--- config.mk ---
export PLATFORM = sky130hd
export DESIGN_NAME = microwire_eeprom_master
export DESIGN_NICKNAME = d
export VERILOG_FILES = /design/src/sv/mwee_pkg.sv /design/src/sv/microwire_eeprom_master.sv
export SDC_FILE = /design/constraint.sdc
export NUM_CORES = 1
export LEC_CHECK = 0
export BUFFER_PORTS_ARGS = -buffer_cell sky130_fd_sc_hd__buf_4
export CAP_MARGIN = 10
export CORE_ASPECT_RATIO = 2
export CORE_MARGIN = 3
export CORE_UTILIZATION = 55
export CTS_BUF_LIST = sky130_fd_sc_hd__clkbuf_4 sky130_fd_sc_hd__clkbuf_8
export DETAILED_ROUTE_END_ITERATION = 10
export PLACE_DENSITY = 0.85
export SETUP_SLACK_MARGIN = 0.05
export SYNTH_ARGS = -nofsm -noshare
export SYNTH_HDL_FRONTEND = slang
export SYNTH_SLANG_ARGS = --single-unit
--- constraint.sdc ---
create_clock -name clk -period 5.5 [get_ports clk]
set_input_delay 0.55 -clock clk [delete_from_list [all_inputs] [get_ports clk]]
set_output_delay 0.55 -clock clk [all_outputs]
set_load 0.05 [all_outputs]
--- src/sv/mwee_pkg.sv ---
// Shared types and constants for the three-wire serial EEPROM master.
package mwee_pkg;

    // Default geometry: 16-bit word mode with 6-bit word addresses.
    localparam int ADDRESS_BITS_DEF = 6;
    localparam int DATA_BITS_DEF    = 16;

    localparam int ADDR_W    = 6;
    localparam int WDATA_W   = 16;
    localparam int RDATA_W   = 16;
    localparam int RETRIES_W = 4;

    localparam logic [RETRIES_W-1:0] READ_RETRIES_RST = 4'd10;

    // Command codes on the op field.
    localparam logic [2:0] OP_TICK  = 3'd0;
    localparam logic [2:0] OP_READ  = 3'd1;
    localparam logic [2:0] OP_WRITE = 3'd2;
    localparam logic [2:0] OP_ERASE = 3'd3;
    localparam logic [2:0] OP_ERAL  = 3'd4;
    localparam logic [2:0] OP_EWEN  = 3'd5;
    localparam logic [2:0] OP_EWDS  = 3'd6;

    // Two-bit opcodes sent after the start bit.
    localparam logic [1:0] OPC_READ  = 2'b10;
    localparam logic [1:0] OPC_WRITE = 2'b01;
    localparam logic [1:0] OPC_ERASE = 2'b11;
    localparam logic [1:0] OPC_EXT   = 2'b00;

    // Top two address bits that select the extended command.
    localparam logic [1:0] EXT_ERAL = 2'b10;
    localparam logic [1:0] EXT_EWEN = 2'b11;
    localparam logic [1:0] EXT_EWDS = 2'b00;

    typedef struct packed {
        logic [2:0]         op;
        logic [ADDR_W-1:0]  address;
        logic [WDATA_W-1:0] write_data;
        logic               data_out_pin;
    } in_item_t;

    typedef struct packed {
        logic               chip_select;
        logic               serial_data_in;
        logic               clock_pulse;
        logic               busy_res;
        logic               done_res;
        logic [RDATA_W-1:0] read_data;
        logic               read_failed;
    } out_item_t;

endpackage

--- src/sv/microwire_eeprom_master.sv ---
// Three-wire serial EEPROM master: command sequencer with registered result item.
//
// Each input item is one serial-clock period of the EEPROM bus; the matching
// result item gives the pin levels (chip select, data in, clock pulse) for that
// period plus busy/done/read status. Throughput is one item per clk: the whole
// sequencer step is a single state update from the input item to the result
// register, so a new item is taken every cycle as long as the result register
// is empty or being drained in the same cycle (in_ready = !out_valid | out_ready).
// The result item is registered. An op of 1..6 is only taken while idle;
// commands that arrive while busy are dropped. Every frame first holds chip
// select high until data_out_pin reads high (device ready), then sends start
// bit, opcode and address MSB first. A write runs as three frames (enable,
// write, disable). A read repeats the full frame, with the same address, while
// the dummy zero is missing, for at most read_retries attempts in all (at least
// one); after that it reports read_failed with read_data all ones. read_retries
// is written through the cfg channel, which is always ready, and must only be
// changed while the block is idle.
module microwire_eeprom_master #(
    parameter int ADDRESS_BITS = mwee_pkg::ADDRESS_BITS_DEF,
    parameter int DATA_BITS    = mwee_pkg::DATA_BITS_DEF
) (
    input  logic                              clk,
    input  logic                              rst_n,
    input  logic                              cfg_valid,
    output logic                              cfg_ready,
    input  logic [mwee_pkg::RETRIES_W-1:0]    cfg_data,
    input  logic                              in_valid,
    output logic                              in_ready,
    input  mwee_pkg::in_item_t                in_data,
    output logic                              out_valid,
    input  logic                              out_ready,
    output mwee_pkg::out_item_t               out_data
);

    localparam int HEAD_BITS = ADDRESS_BITS + 2;
    localparam int MAX_BITS  = (HEAD_BITS > DATA_BITS) ? HEAD_BITS : DATA_BITS;
    localparam int CNT_W     = $clog2(MAX_BITS + 1);

    typedef enum logic [2:0] {
        PH_IDLE,
        PH_WAIT,
        PH_HEAD,
        PH_DATA,
        PH_CHECK,
        PH_READ,
        PH_END,
        PH_RESTART
    } phase_t;

    typedef enum logic [2:0] {
        K_READ,
        K_WRITE,
        K_ERASE,
        K_ERAL,
        K_EWEN,
        K_EWDS
    } kind_t;

    // Frame type for a command; a write walks enable, write, disable.
    function automatic kind_t frame_kind(input logic [2:0] op, input logic [1:0] sub);
        kind_t k;
        case (op)
            mwee_pkg::OP_READ:  k = K_READ;
            mwee_pkg::OP_WRITE: k = (sub == 2'd0) ? K_EWEN :
                                    ((sub == 2'd1) ? K_WRITE : K_EWDS);
            mwee_pkg::OP_ERASE: k = K_ERASE;
            mwee_pkg::OP_ERAL:  k = K_ERAL;
            mwee_pkg::OP_EWEN:  k = K_EWEN;
            default:            k = K_EWDS;
        endcase
        return k;
    endfunction

    // Opcode plus address bits, sent MSB first after the start bit.
    function automatic logic [HEAD_BITS-1:0] frame_head(input kind_t k,
                                                         input logic [ADDRESS_BITS-1:0] a);
        logic [HEAD_BITS-1:0] h;
        case (k)
            K_READ:  h = {mwee_pkg::OPC_READ, a};
            K_WRITE: h = {mwee_pkg::OPC_WRITE, a};
            K_ERASE: h = {mwee_pkg::OPC_ERASE, a};
            K_ERAL:  h = {mwee_pkg::OPC_EXT, mwee_pkg::EXT_ERAL, {(ADDRESS_BITS-2){1'b0}}};
            K_EWEN:  h = {mwee_pkg::OPC_EXT, mwee_pkg::EXT_EWEN, {(ADDRESS_BITS-2){1'b0}}};
            default: h = {mwee_pkg::OPC_EXT, mwee_pkg::EXT_EWDS, {(ADDRESS_BITS-2){1'b0}}};
        endcase
        return h;
    endfunction

    // Sequencer state
    phase_t                          phase_reg, phase_next;
    logic [1:0]                      sub_reg, sub_next;
    logic [CNT_W-1:0]                cnt_reg, cnt_next;
    logic [HEAD_BITS-1:0]            head_sr_reg, head_sr_next;
    logic [DATA_BITS-1:0]            in_sr_reg, in_sr_next;
    logic [mwee_pkg::RETRIES_W-1:0]  attempt_reg, attempt_next;
    logic [2:0]                      op_reg, op_next;
    logic [ADDRESS_BITS-1:0]         addr_reg, addr_next;
    logic [DATA_BITS-1:0]            wdata_reg, wdata_next;

    logic [mwee_pkg::RETRIES_W-1:0]  retries_reg;

    // Result register
    logic                            out_valid_reg;
    mwee_pkg::out_item_t             out_data_reg;
    mwee_pkg::out_item_t             res;

    logic                            in_fire;
    logic                            pin;
    logic [mwee_pkg::RETRIES_W-1:0]  attempt_inc;
    logic [1:0]                      last_sub;
    logic [ADDRESS_BITS-1:0]         in_addr;

    assign cfg_ready = 1'b1;
    assign in_ready  = !out_valid_reg || out_ready;
    assign in_fire   = in_valid && in_ready;
    assign out_valid = out_valid_reg;
    assign out_data  = out_data_reg;

    assign pin         = in_data.data_out_pin;
    assign attempt_inc = attempt_reg + 1'b1;
    assign last_sub    = (op_reg == mwee_pkg::OP_WRITE) ? 2'd2 : 2'd0;
    assign in_addr     = ADDRESS_BITS'(in_data.address);

    // One bus period per item: pin levels and status for this period, plus
    // the sequencer's next state.
    always_comb
    begin
        phase_next   = phase_reg;
        sub_next     = sub_reg;
        cnt_next     = cnt_reg;
        head_sr_next = head_sr_reg;
        in_sr_next   = in_sr_reg;
        attempt_next = attempt_reg;
        op_next      = op_reg;
        addr_next    = addr_reg;
        wdata_next   = wdata_reg;

        res          = '0;
        res.busy_res = 1'b1;

        case (phase_reg)
            PH_IDLE:
            begin
                res.busy_res = 1'b0;
                if (in_data.op >= mwee_pkg::OP_READ && in_data.op <= mwee_pkg::OP_EWDS)
                begin
                    op_next      = in_data.op;
                    addr_next    = in_addr;
                    wdata_next   = DATA_BITS'(in_data.write_data);
                    sub_next     = 2'd0;
                    attempt_next = '0;
                    in_sr_next   = '0;
                    head_sr_next = frame_head(frame_kind(in_data.op, 2'd0), in_addr);
                    phase_next   = PH_WAIT;
                    res.busy_res = 1'b1;
                end
            end
            PH_WAIT:
            begin
                // hold CS until the device signals ready, then the start bit
                res.chip_select = 1'b1;
                if (pin)
                begin
                    res.serial_data_in = 1'b1;
                    res.clock_pulse    = 1'b1;
                    cnt_next           = CNT_W'(HEAD_BITS);
                    phase_next         = PH_HEAD;
                end
            end
            PH_HEAD:
            begin
                res.chip_select    = 1'b1;
                res.clock_pulse    = 1'b1;
                res.serial_data_in = head_sr_reg[HEAD_BITS-1];
                head_sr_next       = head_sr_reg << 1;
                cnt_next           = cnt_reg - 1'b1;
                if (cnt_reg == CNT_W'(1))
                begin
                    case (frame_kind(op_reg, sub_reg))
                        K_READ:  phase_next = PH_CHECK;
                        K_WRITE:
                        begin
                            cnt_next   = CNT_W'(DATA_BITS);
                            phase_next = PH_DATA;
                        end
                        default: phase_next = PH_END;
                    endcase
                end
            end
            PH_DATA:
            begin
                res.chip_select    = 1'b1;
                res.clock_pulse    = 1'b1;
                res.serial_data_in = wdata_reg[DATA_BITS-1];
                wdata_next         = wdata_reg << 1;
                cnt_next           = cnt_reg - 1'b1;
                if (cnt_reg == CNT_W'(1))
                begin
                    phase_next = PH_END;
                end
            end
            PH_CHECK:
            begin
                // dummy zero present: go read; otherwise count the attempt
                res.chip_select = 1'b1;
                if (!pin)
                begin
                    cnt_next   = CNT_W'(DATA_BITS);
                    in_sr_next = '0;
                    phase_next = PH_READ;
                end
                else
                begin
                    attempt_next = attempt_inc;
                    if (attempt_inc >= retries_reg || attempt_inc == '0)
                    begin
                        res.done_res    = 1'b1;
                        res.read_failed = 1'b1;
                        res.read_data   = '1;
                        phase_next      = PH_IDLE;
                    end
                    else
                    begin
                        phase_next = PH_RESTART;
                    end
                end
            end
            PH_RESTART:
            begin
                head_sr_next = frame_head(frame_kind(op_reg, sub_reg), addr_reg);
                phase_next   = PH_WAIT;
            end
            PH_READ:
            begin
                res.chip_select = 1'b1;
                res.clock_pulse = 1'b1;
                in_sr_next      = {in_sr_reg[DATA_BITS-2:0], pin};
                cnt_next        = cnt_reg - 1'b1;
                if (cnt_reg == CNT_W'(1))
                begin
                    res.done_res  = 1'b1;
                    res.read_data = mwee_pkg::RDATA_W'(in_sr_next);
                    phase_next    = PH_IDLE;
                end
            end
            PH_END:
            begin
                // CS low for one period; start the next frame of a write here
                if (sub_reg >= last_sub)
                begin
                    res.done_res = 1'b1;
                    phase_next   = PH_IDLE;
                end
                else
                begin
                    sub_next     = sub_reg + 1'b1;
                    head_sr_next = frame_head(frame_kind(op_reg, sub_reg + 1'b1), addr_reg);
                    phase_next   = PH_WAIT;
                end
            end
            default:
            begin
                res.busy_res = 1'b0;
                phase_next   = PH_IDLE;
            end
        endcase
    end

    always_ff @(posedge clk or negedge rst_n)
    begin
        if (!rst_n)
        begin
            phase_reg     <= PH_IDLE;
            sub_reg       <= '0;
            cnt_reg       <= '0;
            head_sr_reg   <= '0;
            in_sr_reg     <= '0;
            attempt_reg   <= '0;
            op_reg        <= '0;
            addr_reg      <= '0;
            wdata_reg     <= '0;
            retries_reg   <= mwee_pkg::READ_RETRIES_RST;
            out_valid_reg <= 1'b0;
        end
        else
        begin
            if (cfg_valid)
            begin
                retries_reg <= cfg_data;
            end
            if (in_fire)
            begin
                phase_reg     <= phase_next;
                sub_reg       <= sub_next;
                cnt_reg       <= cnt_next;
                head_sr_reg   <= head_sr_next;
                in_sr_reg     <= in_sr_next;
                attempt_reg   <= attempt_next;
                op_reg        <= op_next;
                addr_reg      <= addr_next;
                wdata_reg     <= wdata_next;
                out_valid_reg <= 1'b1;
            end
            else if (out_ready)
            begin
                out_valid_reg <= 1'b0;
            end
        end
    end

    // result payload, no reset needed
    always_ff @(posedge clk)
    begin
        if (in_fire)
        begin
            out_data_reg <= res;
        end
    end

endmodule

==> impl_summary.md, run 1 <==
STA
The clock arrives with 0.0142 ns of skew. The max-slew violation total from the final report is 0. The headroom to the max-slew limit is 25.8%.

Setup repair after global routing left no endpoint under its margin. For the final routed database, the setup TNS stands at 0 ns. At the pin with the least slew margin, the transition time is 1.11 ns. The hold violation count in the final report was 0. Timing would allow up to 0.317 GHz.

Setup violations remaining at the end of the flow were counted as 0. The post-route fraction of the period consumed by the critical path is 57.4%. The routed design could run at a clock period as short as 3.16 ns.

Yosys
When the netlist entered floorplanning its net count stood at 501. The synthesized instance count is 455. The count of flip-flops with a built-in enable after synthesis is 22.

The share of the Yosys chip area taken by registers is 49.2%. Among all flip-flop cells after synthesis, the most frequent one is sky130_fd_sc_hd__dfrtp_1. The share of synthesized registers carrying an async set or reset is 75.3%. The average cell area after synthesis is 10.4 um^2. The count of distinct cell types in the synthesized netlist is 71. Synthesis inferred 89 register bits.

The mapped netlist covers 4750 um^2. For this run, the number of Yosys warnings is 0.

CTS
Clock tree synthesis selected as its root buffer the cell sky130_fd_sc_hd__clkbuf_8. Clock-pin slew was measured on the worst setup and hold paths at 0.09 ns. The clock buffer count from CTS is 9. In this run, post-CTS hold repair placed 0 buffers.

The deepest level of the CTS H-tree is 3. Clock tree synthesis found a total of 89 sinks. In this run the deepest clock path goes through 2 buffers. The post-CTS setup-driven buffer insertion count is 0. The worst-skew pair later-pin latency is 0.37 ns.

TritonCTS built the clock tree. Post-CTS repair changed the size of 0 cells.

Critical path
The kind of start point of the critical path is a flop. In this run the worst path has a maximum fanout of 31. The launching element of the worst setup path is phase_reg[0].

For the worst setup path, the data arrival time is 3.42 ns. The setup path with the least slack is of type reg -> reg. STA classifies the critical path endpoint as a flop. The endpoint required time on the critical path is 5.76 ns. In this run the critical register-to-register path is launched from phase_reg[0].

Floorplanning
The placement row count is 47. The floorplan core area is 8350 um^2. The starting utilization of the core area is 56.9%. The area of the die is 9860 um^2. The die extent in y is 137 um. The number of ports placed on the die boundary is 60. In this run the horizontal extent of the chip is 71.7 um.

Route
In the final routed layout, each cell accounts on average for 16.3 um. The post-detailed-route DRC marker count is 0. The detail route stage leaves a number of antenna-violating nets equal to 0. For this run, the detailed router's first-pass iteration total came to 7. The routed layout has 3586 vias. The mean number of vias per cell is 5.95.

For this block, the initial DRC count from the detailed router was 309. The final wirelength is 9840 um.

Placement
The wire-length estimate of the detail-placed layout is 7230 um. After detailed placement, the total cell area comes to 5170 um^2. The routability congestion estimate is 0.885. In this run the tool buffered the top-level ports with 58 buffer cells.

GRT
The total overflow reported by the global router is 0. The number of global-route vias before repair was 3537. The largest net degree at the start of global routing is 68. The initial antenna violation count is 0.

Global routing used 21.1% of the available tracks across all layers. The global-route wire length before repair is 16300 um.

Finish
The share of post-route cells with drive strength above 1 is 22.8%. The final layout contains 546 nets. The register with the most flip-flops in the layout has 22 of them. Compared with the post-synthesis result, the final layout area differs by 13.6%. In the final layout, flip-flops and latches occupy 2340 um^2. The layout has 678 filler cells. The area of all placed cells without fillers is 5400 um^2. The area of the multi-input gates is 2170 um^2.

The diode insertion count for antenna repair is 0.

Power
For this design the ratio of total power to cell area is 487 nW/um^2. The worst-case IR drop observed on VDD is 281 uV. The internal power summed over all cells is 1.61 mW. For this design the total switching power over the nets is 1.02 mW. The cell leakage power is 2.49 nW.

The power consumption is 2.63 mW. The share of total power dissipated in combinational logic is 39.8%. Per report_power, the sequential group accounts for 40.9% of the total. The portion of total power attributed to the clock network is 19.3%. Net switching is 38.8% of the power.

Worst hold path
The type of the tightest min-delay check is in -> async.

Job
The count of maximum capacitance violations is 0.

Status
The flow ran to the end, and the final reports show no timing, DRC or antenna violations.
-- metrics by stage --
stage	util [%]	cells	hold slack (ns)	setup slack, ns
2_1_floorplan	-	455	0.254	2.76
3_3_place_gp	61.9	587	0.468	2.51
3_5_place_dp	61.9	587	0.478	2.40
4_1_cts	64.7	603	0.315	2.37
5_1_grt	64.7	603	0.355	2.07
6_report	64.7	603	0.275	2.34
-- metal layers --
metal | wire length [um] | vias up | global-route usage, %
met2 | 5410 | 113 | 38.5
met3 | 438 | 38 | 3.21
li1 | - | 1712 | -
met4 | 484 | 0 | 13.2
met5 | 0 | - | 0
met1 | 3510 | 1723 | 22.2
-- synthesized netlist by cell type (3+ instances only) --
| master | instances | share of area (%) |
|---|---|---|
| sky130_fd_sc_hd__a211oi_1 | 4 | 0.63 |
| sky130_fd_sc_hd__a21o_1 | 17 | 2.7 |
| sky130_fd_sc_hd__a21oi_1 | 28 | 2.9 |
| sky130_fd_sc_hd__a221o_1 | 4 | 0.84 |
| sky130_fd_sc_hd__a22o_1 | 3 | 0.55 |
| sky130_fd_sc_hd__a31oi_1 | 5 | 0.66 |
| sky130_fd_sc_hd__a32oi_1 | 3 | 0.55 |
| sky130_fd_sc_hd__buf_2 | 15 | 1.6 |
| sky130_fd_sc_hd__buf_4 | 4 | 0.63 |
| sky130_fd_sc_hd__buf_6 | 4 | 0.95 |
| sky130_fd_sc_hd__clkbuf_1 | 3 | 0.24 |
| sky130_fd_sc_hd__dfrtp_1 | 65 | 34 |
| sky130_fd_sc_hd__edfxtp_1 | 22 | 14 |
| sky130_fd_sc_hd__ha_1 | 11 | 2.9 |
| sky130_fd_sc_hd__inv_1 | 19 | 1.5 |
| sky130_fd_sc_hd__mux2_2 | 16 | 3.8 |
| sky130_fd_sc_hd__mux2_4 | 3 | 0.95 |
| sky130_fd_sc_hd__mux2i_1 | 17 | 3.6 |
| sky130_fd_sc_hd__nand2_1 | 53 | 4.2 |
| sky130_fd_sc_hd__nand2b_1 | 8 | 1.1 |
| sky130_fd_sc_hd__nand3_1 | 6 | 0.63 |
| sky130_fd_sc_hd__nor2_1 | 33 | 2.6 |
| sky130_fd_sc_hd__nor2b_1 | 7 | 0.92 |
| sky130_fd_sc_hd__nor3_1 | 7 | 0.74 |
| sky130_fd_sc_hd__o211ai_1 | 4 | 0.63 |
| sky130_fd_sc_hd__o21a_1 | 3 | 0.47 |
| sky130_fd_sc_hd__o21ai_0 | 23 | 2.4 |
| sky130_fd_sc_hd__o21ai_1 | 8 | 0.84 |
| sky130_fd_sc_hd__o31a_1 | 3 | 0.55 |
| sky130_fd_sc_hd__or3_1 | 3 | 0.40 |
| sky130_fd_sc_hd__xnor2_1 | 3 | 0.55 |
-- critical path, stage by stage (launching register included) --
cell and delay (ns):
sky130_fd_sc_hd__dfrtp_1 1.02, sky130_fd_sc_hd__nor2b_2 0.37, sky130_fd_sc_hd__nand2_2 0.33, sky130_fd_sc_hd__a21oi_2 1.00
sky130_fd_sc_hd__inv_1 0.10, sky130_fd_sc_hd__a32o_1 0.23
-- cell families after synthesis --
kind of cell	share of synthesized area, %
other	0.0789
AO/OA/AOI/OAI	19.0
multiplexers	8.80
AND/OR/NAND/NOR	14.2
buffers and inverters	5.06
adder cells (fa/ha/maj)	2.90
flip-flops	49.2
XOR/XNOR	0.738
-- layout make-up --
class / instances / area share (%)
Timing Repair Buffer: 61 / 8.48
Clock buffer: 12 / 2.83
Inverter: 20 / 1.39
Multi-Input combinational cell: 319 / 40.3
Tap cell: 98 / 2.27
Clock inverter: 4 / 1.41
Sequential cell: 89 / 43.3
-- path summary, 6_finish.rpt --
check | endpoint | slack (ns) | cells past startpoint
worst max-delay path | wdata_reg[0] | 2.34 | 5
worst min-delay path | addr_reg[2] | 0.27 | 1
worst max register to register | wdata_reg[0] | 2.34 | 5
worst min register to register | addr_reg[0] | 0.50 | 1
max in group asynchronous | wdata_reg[1] | 4.64 | 1
min in group clk | out_valid | 0.38 | 2
-- placed cells by master (no fill, tap or decap), types with 4 or more instances in the layout --
cell / instances
sky130_fd_sc_hd__a211oi_1: 4
sky130_fd_sc_hd__a21o_1: 17
sky130_fd_sc_hd__a21oi_1: 27
sky130_fd_sc_hd__a221o_1: 4
sky130_fd_sc_hd__a31oi_1: 5
sky130_fd_sc_hd__buf_4: 61
sky130_fd_sc_hd__clkbuf_8: 10
sky130_fd_sc_hd__dfrtp_1: 65
sky130_fd_sc_hd__edfxtp_1: 22
sky130_fd_sc_hd__ha_1: 11
sky130_fd_sc_hd__inv_1: 19
sky130_fd_sc_hd__mux2_2: 16
sky130_fd_sc_hd__mux2i_1: 17
sky130_fd_sc_hd__nand2_1: 53
sky130_fd_sc_hd__nand2b_1: 8
sky130_fd_sc_hd__nand3_1: 6
sky130_fd_sc_hd__nor2_1: 33
sky130_fd_sc_hd__nor2b_1: 7
sky130_fd_sc_hd__nor3_1: 7
sky130_fd_sc_hd__o211ai_1: 4
sky130_fd_sc_hd__o21ai_0: 23
sky130_fd_sc_hd__o21ai_1: 8
-- power by group through the flow --
stage	Combinational (mW)	Sequential [mW]	Clock, mW
2_1_floorplan	0.874	1.03	0
3_3_place_gp	1.00	1.07	0
3_5_place_dp	1.04	1.08	0
4_1_cts	1.05	1.07	0.515
5_1_grt	1.16	1.11	0.535
6_report	1.05	1.08	0.508
(Power assumes the default switching activity.)
==> run 2: changes to the inputs <==
==> constraint.sdc (replaced) <==
create_clock -name clk -period 3.1 [get_ports clk]
set_input_delay 0.31 -clock clk [delete_from_list [all_inputs] [get_ports clk]]
set_output_delay 0.31 -clock clk [all_outputs]
set_load 0.05 [all_outputs]
==> run 2 against run 1 <==
Net effect:
- die area is the same
- wire length grew 1.6%
- clock skew shrank 0.0075 ns
==> impl_summary.md, run 2 (same netlist as run 1, synthesis figures left out) <==
Floorplanning
The area of the die is 9860 um^2 (unchanged). The horizontal extent of the die is 71.7 um (unchanged). The die extent in y is 137 um (unchanged).

The number of ports placed on the die boundary is 60 (unchanged). The starting utilization of the core area is 56.9% (unchanged). The placement row count is 47 (unchanged). The floorplan core area is 8350 um^2 (unchanged).

Job
The count of maximum capacitance violations is 0 (unchanged).

STA
The setup TNS after final layout was 0 ns (unchanged). The max-slew violation total from the final report is 0 (unchanged). The smallest setup slack after layout is 0.719 ns (was 2.34 ns). The minimum clock period is 2.38 ns (was 3.16 ns).

The setup violation total in the final timing report came to 0 (unchanged). Unrepaired setup endpoints after global routing: no (unchanged). The achievable clock frequency is 0.420 GHz (was 0.317 GHz).

The maximum clock skew at final layout came to 0.00670 ns (was 0.0142 ns). The headroom to the max-slew limit is 42.5% (was 25.8%). The hold violation count in the final report was 0 (unchanged). The slew at the pin closest to its max-slew limit is 0.863 ns (was 1.11 ns). The post-route fraction of the period consumed by the critical path was 76.8% (was 57.4%).

Critical path
The element type at the critical path end is a flop (unchanged). The cell type of the slowest stage on the worst timing path is sky130_fd_sc_hd__dfrtp_1 (unchanged). The critical path start-end classification is reg -> reg (unchanged).

The endpoint required time on the critical path is 3.22 ns (was 5.76 ns). The cell repeated most along the worst path is sky130_fd_sc_hd__ha_1. The worst endpoint data arrival time came to 2.50 ns (was 3.42 ns). The kind of start point of the critical path is a flop (unchanged). The largest stage delay on the critical path was 0.45 ns (was 1.02 ns).

The maximum fanout along the worst path was 15 (was 31). Critical-path cell list: ha_1, xor2_1, ha_1, o21ai_0, o221ai_1, nor2b_1, buf_4, a21o_1 (was nor2b_2, nand2_2, a21oi_2, inv_1, a32o_1).

Placement
The routability congestion estimate is 0.855 (was 0.885). The worst setup slack after placement is 0.176 ns (was 2.40 ns). The count of port buffers added during placement is 58 (unchanged). The post-DP HPWL is 7440 um (was 7230 um). The number of placed cells counting well taps was 592 (was 587).

Power
The total power per unit cell area is 849 nW/um^2 (was 487 nW/um^2). The peak ir drop on the vdd network is 543 uV (was 281 uV). The cell leakage power came to 2.51 nW (was 2.49 nW). The power consumption is 4.60 mW (was 2.63 mW).

Route
The post-detailed-route DRC marker count is 0 (unchanged). The mean number of vias per cell is 5.87 (was 5.95). The initial detailed-routing violation count is 308 (was 309). The average routed wire per standard cell is 16.4 um (was 16.3 um). The number of nets with antenna violations after detailed routing is 0 (unchanged).

The number of optimization iterations in the first detailed-route pass was 5 (was 7). The final wirelength is 10000 um (was 9840 um). The total vias in the final route is 3577 (was 3586).

GRT
The total overflow reported by the global router is 0 (unchanged). The met2 track demand over resource in global routing was 39.9% (was 38.5%). The largest net degree at the start of global routing came to 68 (unchanged). The most crowded layer after global routing was met2 (unchanged). The initial antenna violation count was 0 (unchanged).

The global-route wire length before repair is 16900 um (was 16300 um). The number of global-route vias before repair is 3608 (was 3537). The met3 layer usage reported by global route came to 4.09% (was 3.21%).

The overall global routing resource usage was 21.8% (was 21.1%). The met1 capacity usage during global routing was 23.7% (was 22.2%).

CTS
The buffer depth of the longest clock path is 2 (unchanged). The deepest level of the CTS H-tree came to 3 (unchanged). The clock buffer count from CTS came to 9 (unchanged). The CTS tree is built (unchanged).

The root buffer cell is sky130_fd_sc_hd__clkbuf_8 (unchanged). The post-CTS resize count is 0 (unchanged). The clock-pin slew reported for the worst setup and hold paths after clock tree synthesis is 0.08 ns (was 0.09 ns). The worst-skew pair later-pin latency is 0.36 ns (was 0.37 ns). The count of hold buffers inserted by post-cts repair is 0 (unchanged). The post-CTS setup-driven buffer insertion count is 0 (unchanged). The number of sinks driven by the clock tree is 89 (unchanged).

Finish
The layout overhead on the synthesized area is 13.9% (was 13.6%). The final cell count without fillers was 609 (was 603). The layout net count came to 552 (was 546). The flip-flop count of the largest register, all copies and words added is 22 (unchanged). Leading cell types in the layout, fill and taps excluded: sky130_fd_sc_hd__buf_4 (67), sky130_fd_sc_hd__dfrtp_1 (65), sky130_fd_sc_hd__nand2_1 (53), sky130_fd_sc_hd__nor2_1 (33), sky130_fd_sc_hd__a21oi_1 (27) (was sky130_fd_sc_hd__dfrtp_1 (65), sky130_fd_sc_hd__buf_4 (61), sky130_fd_sc_hd__nand2_1 (53), sky130_fd_sc_hd__nor2_1 (33), sky130_fd_sc_hd__a21oi_1 (27)). The diode insertion count for antenna repair is 0 (unchanged). The share of post-route cells with drive strength above 1 is 23.7% (was 22.8%).

The most common library cell in the layout ignoring fill and taps is sky130_fd_sc_hd__buf_4 (was sky130_fd_sc_hd__dfrtp_1).

Status
Result of the run: complete, no violations (unchanged).

Worst hold path
The type of the tightest min-delay check is in -> async (unchanged).
==> run 2: worst paths after layout <==
check	from	to	slack, ns	cells after the start
hold / removal	rst_n	addr_reg[2]	0.04	1
hold reg to reg	addr_reg[4]	addr_reg[4]	0.50	1
max in group asynchronous	rst_n	op_reg[1]	2.47	1
min in group clk	cfg_valid	retries_reg[3]	0.15	2
setup / recovery	attempt_reg[0]	out_data[6]	0.72	8
setup reg to reg	attempt_reg[0]	out_data[6]	0.72	8
==> run 2: layer usage <==
metal  share of wire, %  routed length (um)
met1                 37                3720
met2                 56                5580
met3                4.0                 397
met4                3.1                 312
met5                  0                   0
==> run 2: stage by stage <==
step	utilization (%)	hold slack [ns]	area [um^2]
after floorplan	-	0.0144	4750
after global placement	62.4	0.465	5210
after detailed placement	62.4	0.473	5210
after CTS	64.7	0.0741	5400
after global routing	64.8	0.0835	5410
final	64.8	0.0435	5410
==> run 2: cell type report <==
type / instances / area (um^2)
Fill cell: 669 / 2940
Sequential cell: 89 / 2340
Multi-Input combinational cell: 319 / 2170
Timing Repair Buffer: 67 / 503
Clock buffer: 13 / 154
Tap cell: 98 / 123
Inverter: 20 / 75.1
Clock inverter: 3 / 42.5
==> run 2: power by group <==
group          internal (mW)  total (mW)  switching [mW]
combinational          0.835        1.97            1.14
clock                  0.408       0.795           0.387
sequential              1.55        1.83           0.279
==> run 2: worst max-delay path, delay by kind of cell (launching register included) <==
family	cells	cell delay (ns)
compound gates	3	0.55
simple gates	1	0.22
buf+inv	1	0.20
xor+xnor	1	0.16
flops	1	0.45
fa+ha+maj	2	0.56
